--- config.mk ---
export PLATFORM = sky130hd
export DESIGN_NAME = fk_cordic_cell
export DESIGN_NICKNAME = d
export VERILOG_FILES = /design/src/fk_pkg.sv /design/src/fk_cordic_cell.sv
export SDC_FILE = /design/constraint.sdc
export NUM_CORES = 2
export LEC_CHECK = 0
export BUFFER_PORTS_ARGS = -buffer_cell sky130_fd_sc_hd__buf_2
export CAP_MARGIN = 20
export CORE_AREA = 2 2 562 564
export DETAILED_ROUTE_END_ITERATION = 16
export DIE_AREA = 0 0 564 566
export SYNTH_ARGS = -nofsm -noshare
export SYNTH_HDL_FRONTEND = slang
export SYNTH_SLANG_ARGS = --single-unit
--- constraint.sdc ---
create_clock -name i_clk -period 5.87 [get_ports i_clk]
set_clock_uncertainty 0.1 [all_clocks]
set_input_delay 1.174 -clock i_clk [delete_from_list [all_inputs] [get_ports i_clk]]
set_output_delay 1.174 -clock i_clk [all_outputs]
set_load 0.1 [all_outputs]
--- src/fk_pkg.sv ---
// Shared types, constants and helper functions for the seven-joint forward
// kinematics pipeline. Used by every module of the block; depends on nothing.
`default_nettype none

package fk_pkg;

    // Geometry of the arm and of the pipeline
    localparam int NUM_JOINTS       = 7;
    localparam int CORDIC_ITER_DEF  = 16;
    localparam int NUM_ENTRIES      = 12;

    // Field widths
    localparam int ANGLE_W   = 18;
    localparam int OUT_W     = 20;
    localparam int CORD_W    = 34;   // CORDIC x, y, z in Q.30 with headroom
    localparam int TRIG_W    = 27;   // sin / cos / a*trig in Q.24
    localparam int LINK_W    = 24;   // link constants in Q.24
    localparam int ENTRY_W   = 32;   // pose entry in Q.24, clamped to +-2^30
    localparam int PROD_W    = 59;   // entry times trig value
    localparam int IN_DATA_W  = 128;
    localparam int OUT_DATA_W = 240;

    // Fixed-point constants
    localparam logic signed [CORD_W-1:0] HALF_PI_Q30 = 34'sd1686629713;
    localparam logic signed [CORD_W-1:0] PI_Q30      = 34'sd3373259426;
    localparam logic signed [CORD_W-1:0] GAIN_Q30    = 34'sd652032874;
    localparam logic signed [ENTRY_W-1:0] ONE_Q24    = 32'sd16777216;
    localparam logic signed [63:0] ENTRY_LIMIT       = 64'sd1073741824;

    // One CORDIC lane
    typedef struct packed {
        logic signed [CORD_W-1:0] x;
        logic signed [CORD_W-1:0] y;
        logic signed [CORD_W-1:0] z;
        logic                     flip;
    } t_cordic;
    typedef t_cordic [NUM_JOINTS-1:0] t_cordic_vec;

    // Per-joint trig terms handed along the joint chain
    typedef struct packed {
        logic signed [TRIG_W-1:0] st;
        logic signed [TRIG_W-1:0] ct;
        logic signed [TRIG_W-1:0] ma_c;   // round(a*ct)
        logic signed [TRIG_W-1:0] ma_s;   // round(a*st)
    } t_trig;
    typedef t_trig [NUM_JOINTS-1:0] t_trig_vec;

    // Pose: 3 rows by 4 columns, entry index is row*4 + column
    typedef logic signed [ENTRY_W-1:0] t_entry;
    typedef t_entry [NUM_ENTRIES-1:0] t_pose;

    // atan(2^-i) in Q.30, truncated
    function automatic logic [31:0] fk_atan(input int i);
        logic [31:0] v;
        case (i)
            0:  v = 32'h3243F6A8;
            1:  v = 32'h1DAC6705;
            2:  v = 32'h0FADBAFC;
            3:  v = 32'h07F56EA6;
            4:  v = 32'h03FEAB76;
            5:  v = 32'h01FFD55B;
            6:  v = 32'h00FFFAAA;
            7:  v = 32'h007FFF55;
            8:  v = 32'h003FFFEA;
            9:  v = 32'h001FFFFD;
            10: v = 32'h000FFFFF;
            11: v = 32'h0007FFFF;
            12: v = 32'h0003FFFF;
            13: v = 32'h0001FFFF;
            14: v = 32'h0000FFFF;
            15: v = 32'h00007FFF;
            16: v = 32'h00003FFF;
            17: v = 32'h00001FFF;
            18: v = 32'h00000FFF;
            19: v = 32'h000007FF;
            20: v = 32'h000003FF;
            21: v = 32'h000001FF;
            22: v = 32'h000000FF;
            23: v = 32'h0000007F;
            default: v = 32'h0;
        endcase
        return v;
    endfunction

    // Link length a in Q.24
    function automatic logic signed [LINK_W-1:0] fk_link_a(input int j);
        logic signed [LINK_W-1:0] v;
        case (j)
            3:       v = 24'sd1384120;
            4:       v = -24'sd1384120;
            6:       v = 24'sd1476395;
            default: v = 24'sd0;
        endcase
        return v;
    endfunction

    // Link offset d in Q.24
    function automatic logic signed [LINK_W-1:0] fk_link_d(input int j);
        logic signed [LINK_W-1:0] v;
        case (j)
            0:       v = 24'sd5586813;
            2:       v = 24'sd5301600;
            4:       v = 24'sd6442451;
            6:       v = 24'sd1795162;
            default: v = 24'sd0;
        endcase
        return v;
    endfunction

    // sin(alpha): -1, 0 or +1
    function automatic int fk_link_sa(input int j);
        int v;
        case (j)
            0, 4:    v = -1;
            6:       v = 0;
            default: v = 1;
        endcase
        return v;
    endfunction

    // cos(alpha): only the last link has alpha = 0
    function automatic int fk_link_ca(input int j);
        return (j == NUM_JOINTS - 1) ? 1 : 0;
    endfunction

    // Round Q.48 to Q.24 (toward +inf on ties) and clamp to +-2^30
    function automatic logic signed [ENTRY_W-1:0] fk_round_clamp(
        input logic signed [63:0] v);
        logic signed [63:0] r;
        r = (v + 64'sd8388608) >>> 24;
        if (r > ENTRY_LIMIT) begin
            r = ENTRY_LIMIT;
        end else if (r < -ENTRY_LIMIT) begin
            r = -ENTRY_LIMIT;
        end
        return r[ENTRY_W-1:0];
    endfunction

endpackage

`default_nettype wire

--- src/fk_cordic_cell.sv ---
// One CORDIC rotation step for all seven joint lanes, registered.
// Depends on fk_pkg.
`default_nettype none

module fk_cordic_cell #(
    parameter int STEP = 0
) (
    input  wire logic                i_clk,
    input  wire logic                i_rst_n,
    input  wire logic                i_en,
    input  wire logic                i_valid,
    input  wire fk_pkg::t_cordic_vec i_lanes,
    output logic                     o_valid,
    output fk_pkg::t_cordic_vec      o_lanes
);

    localparam logic signed [fk_pkg::CORD_W-1:0] ATAN =
        fk_pkg::CORD_W'(fk_pkg::fk_atan(STEP));

    logic                r_valid;
    fk_pkg::t_cordic_vec r_lanes;
    fk_pkg::t_cordic_vec n_lanes;

    // Rotate toward z = 0, direction from the sign of z
    always_comb begin
        for (int l = 0; l < fk_pkg::NUM_JOINTS; l++) begin
            n_lanes[l].flip = i_lanes[l].flip;
            if (!i_lanes[l].z[fk_pkg::CORD_W-1]) begin
                n_lanes[l].x = i_lanes[l].x - (i_lanes[l].y >>> STEP);
                n_lanes[l].y = i_lanes[l].y + (i_lanes[l].x >>> STEP);
                n_lanes[l].z = i_lanes[l].z - ATAN;
            end else begin
                n_lanes[l].x = i_lanes[l].x + (i_lanes[l].y >>> STEP);
                n_lanes[l].y = i_lanes[l].y - (i_lanes[l].x >>> STEP);
                n_lanes[l].z = i_lanes[l].z + ATAN;
            end
        end
    end

    always_ff @(posedge i_clk) begin
        if (!i_rst_n) begin
            r_valid <= 1'b0;
        end else if (i_en) begin
            r_valid <= i_valid;
        end
    end

    always_ff @(posedge i_clk) begin
        if (i_en) begin
            r_lanes <= n_lanes;
        end
    end

    assign o_valid = r_valid;
    assign o_lanes = r_lanes;

endmodule

`default_nettype wire

==> results.tsv <==
stage	metric	value	unit
sta	Period minus WS final	4400	ps
worst_setup_path	Crit path required time	6320	ps
yosys	Synth area leader	edfxtp_1	
placed_design	# port buffers	1446	
floorplanning	die area	0.319	mm^2
yosys	synthesized area	0.0690	mm^2
grt	first-pass GRT wire length	479000	um
worst_setup_path	Worst EP arrival	4840	ps
cells_and_area	most common cell after layout, fill and taps aside	buf_2	
worst_setup_path	crit start category	input port	
status	status	finished, final reports clean	
sta	# setup viols final	0	
sta	final period utilization	74.9	%
clock_tree	# Post-CTS Setup Buffers	0	
cells_and_area	Final nets	10900	
clock_tree	CTS tree	yes	
grt	largest net degree at the start of global routing	112	
yosys	Post-synth EDFFs	714	
clock_tree	Worst-Skew Late Latency	820	ps
worst_setup_path	critical path capture point type	flop	
cells_and_area	share of cells above drive strength 1	19.5	%
power	PD cells	329	mW/mm^2
placed_design	placed cell area	0.0811	mm^2
hold_path	Hold WC Path Type	in -> reg	
placed_design	DP HPWL	292000	um
routing	Wirelength per Cell	25.8	um
routing	routed wire length	349000	um
clock_tree	Clk pin slew, worst setup/hold paths	70	ps
routing	via/cell ratio	4.96	
power	leakage power	37.7	nW
routing	met2 WL	147000	um
sta	Slew @ Worst Pin	1160	ps
floorplanning	chip width	564	um
worst_setup_path	Critical Path, Cell by Cell	buf_2 -> inv_1 -> ha_1 -> inv_1 -> a2111oi_2 -> a2111oi_0 -> o41ai_1 -> o211a_1 -> o21ai_0 -> o221ai_1 -> o21ai_0 -> o21ai_0 -> o21ai_0 -> xnor2_1	
clock_tree	htree depth	3	
power	total power	0.0279	W
worst_setup_path	Critical Path Slowest Stage Cell	o41ai_1	
routing	M1 WL	146000	um
yosys	Synth Register Bits	715	
yosys	synth warn	0	
routing	via count	67200	
sta	setup tns final	0	ps
grt	Total GRT Usage	20.8	%
grt	number of global-route vias before repair	63000	
sta	Worst Hold Margin	390	ps
clock_tree	CTS resizes	0	
routing	top sig layer	met5	
cells_and_area	Syn-to-layout area delta	23.0	%
clock_tree	clk buf depth	4	
worst_setup_path	crit-path max cell delay	700	ps
yosys	cells after synthesis	7855	
clock_tree	cts hold-fix bufs	0	
routing	number of routed nets with antenna violations	0	
worst_setup_path	Worst Setup Path Type	in -> reg	
cells_and_area	Core Util, Final	27.1	%
clock_tree	CTS sink cnt	715	
yosys	Synth top area share	31.1	%
grt	initial antenna violation count	208	
yosys	Synth async-reset ratio	0	%
flow_run	Max Cap Viol	0	
sta	Fmax	0.227	GHz
yosys	largest cells by area after synthesis	edfxtp_1, ha_1, a21oi_1, xnor2_1, inv_1	
yosys	sequential fraction of the synthesis area	31.1	%
yosys	Yosys cell types	100	
yosys	syn_nets	9504	
grt	gr ovfl total	0	
sta	RSZ-0062 raised after global routing	no	
worst_setup_path	Crit path top cell by count	o21ai_0	
yosys	ys flop type	edfxtp_1	
routing	DRC violations left	0	
sta	Final Hold Fails	0	
worst_setup_path	crit-path max FO	9	
floorplanning	Boundary Pins	1447	
power	VDD IR max	320	uV
yosys	Post-Syn Area per Cell	8.78	um^2
floorplanning	initial core utilization	22.0	%
sta	Pins Over Slew Limit	0	
cells_and_area	most frequent cells in the layout	buf_2, a21oi_1, ha_1	
cells_and_area	cell area after layout	0.0848	mm^2
placed_design	Final GP Congestion	0.998	
routing	initial DRC count	6180	
routing	met3 WL	32900	um
routing	1st-pass router iterations	8	
sta	max_slew headroom	22.0	%
floorplanning	core footprint	0.313	mm^2
floorplanning	FP Rows	206	
clock_tree	CTS root buf	clkbuf_16	
clock_tree	total CTS buffers	104	
floorplanning	Die Y	566	um
-- synthesized netlist by cell type, drive strengths merged, types with 21 or more instances --
| cell type | number |
|---|---|
| a2111oi | 25 |
| a211o | 22 |
| a211oi | 86 |
| a21o | 275 |
| a21oi | 918 |
| a221oi | 29 |
| a31o | 22 |
| a31oi | 56 |
| and2 | 29 |
| and3 | 34 |
| buf | 86 |
| clkbuf | 222 |
| clkinv | 26 |
| edfxtp | 714 |
| fa | 28 |
| ha | 896 |
| inv | 746 |
| mux2i | 106 |
| nand2 | 341 |
| nand2b | 82 |
| nand3 | 104 |
| nand4 | 71 |
| nor2 | 691 |
| nor2b | 95 |
| nor3 | 167 |
| nor4 | 31 |
| o211ai | 52 |
| o21a | 79 |
| o21ai | 498 |
| o21bai | 237 |
| o221ai | 21 |
| o22ai | 27 |
| o31ai | 58 |
| o41ai | 21 |
| or3 | 43 |
| xnor2 | 518 |
| xor2 | 114 |
-- sequential cells by signal (all words and copies together), names as in the netlist --
| name | cells |
|---|---|
| o_valid | 1 |
| o_lanes | 714 |
-- power breakdown --
group	switching, W	internal [W]	leakage [nW]
Sequential	0.000466	0.00678	7.00
Clock	0.00287	0.00382	1.69
Combinational	0.0111	0.00292	29.0
Total	0.0144	0.0135	37.7
-- critical path: cells and delay by family --
kind	cells	cell delay [ps]
xor+xnor	1	160
fa+ha+maj	1	450
buf+inv	3	330
compound gates	9	2740
-- metrics by stage --
step,setup WS (ps),cells
floorplan,873,7855
global placement,780,13300
detailed placement,717,13300
CTS,1620,13500
global route,1260,13500
finish,1470,13600
-- layout make-up --
class | instances | area [um^2]
fill | 34100 | 229000
timing repair buffer | 1556 | 8200
tap | 4160 | 5200
inverter | 772 | 2900
clock inverter | 75 | 830
clock buffer | 113 | 2640
sequential | 715 | 21500
antenna | 102 | 255
multi-input combinational | 6060 | 43300
-- path summary, 6_finish.rpt --
check | start | to | slack [ps] | depth (start not counted)
worst min-delay path | i_lanes[312] | o_lanes[312] | 390 | 1
worst max-delay path | i_lanes[657] | o_lanes[719] | 1470 | 14
worst max register to register | o_valid | o_valid | 5120 | 2
worst min register to register | o_valid | o_valid | 460 | 2
-- metal layers --
layer	vias up	track usage, %
li1	31100	-
met1	32200	26.3
met2	3138	30.7
met3	693	6.19
met4	76	12.8
met5	-	0
-- cell families (layout without fill, tap and decap cells) --
logic type,after synthesis,in the layout,share of synthesized area [%]
fa+ha+maj,924,924,17.1
compound gates,2622,2622,24.1
mux,108,108,1.57
other cells,0,102,0
buf+inv,1080,2516,6.03
flops,715,715,31.1
xor+xnor,632,632,8.03
simple gates,1774,1774,12.0
Note: power is estimated with default switching activity, not from simulation.
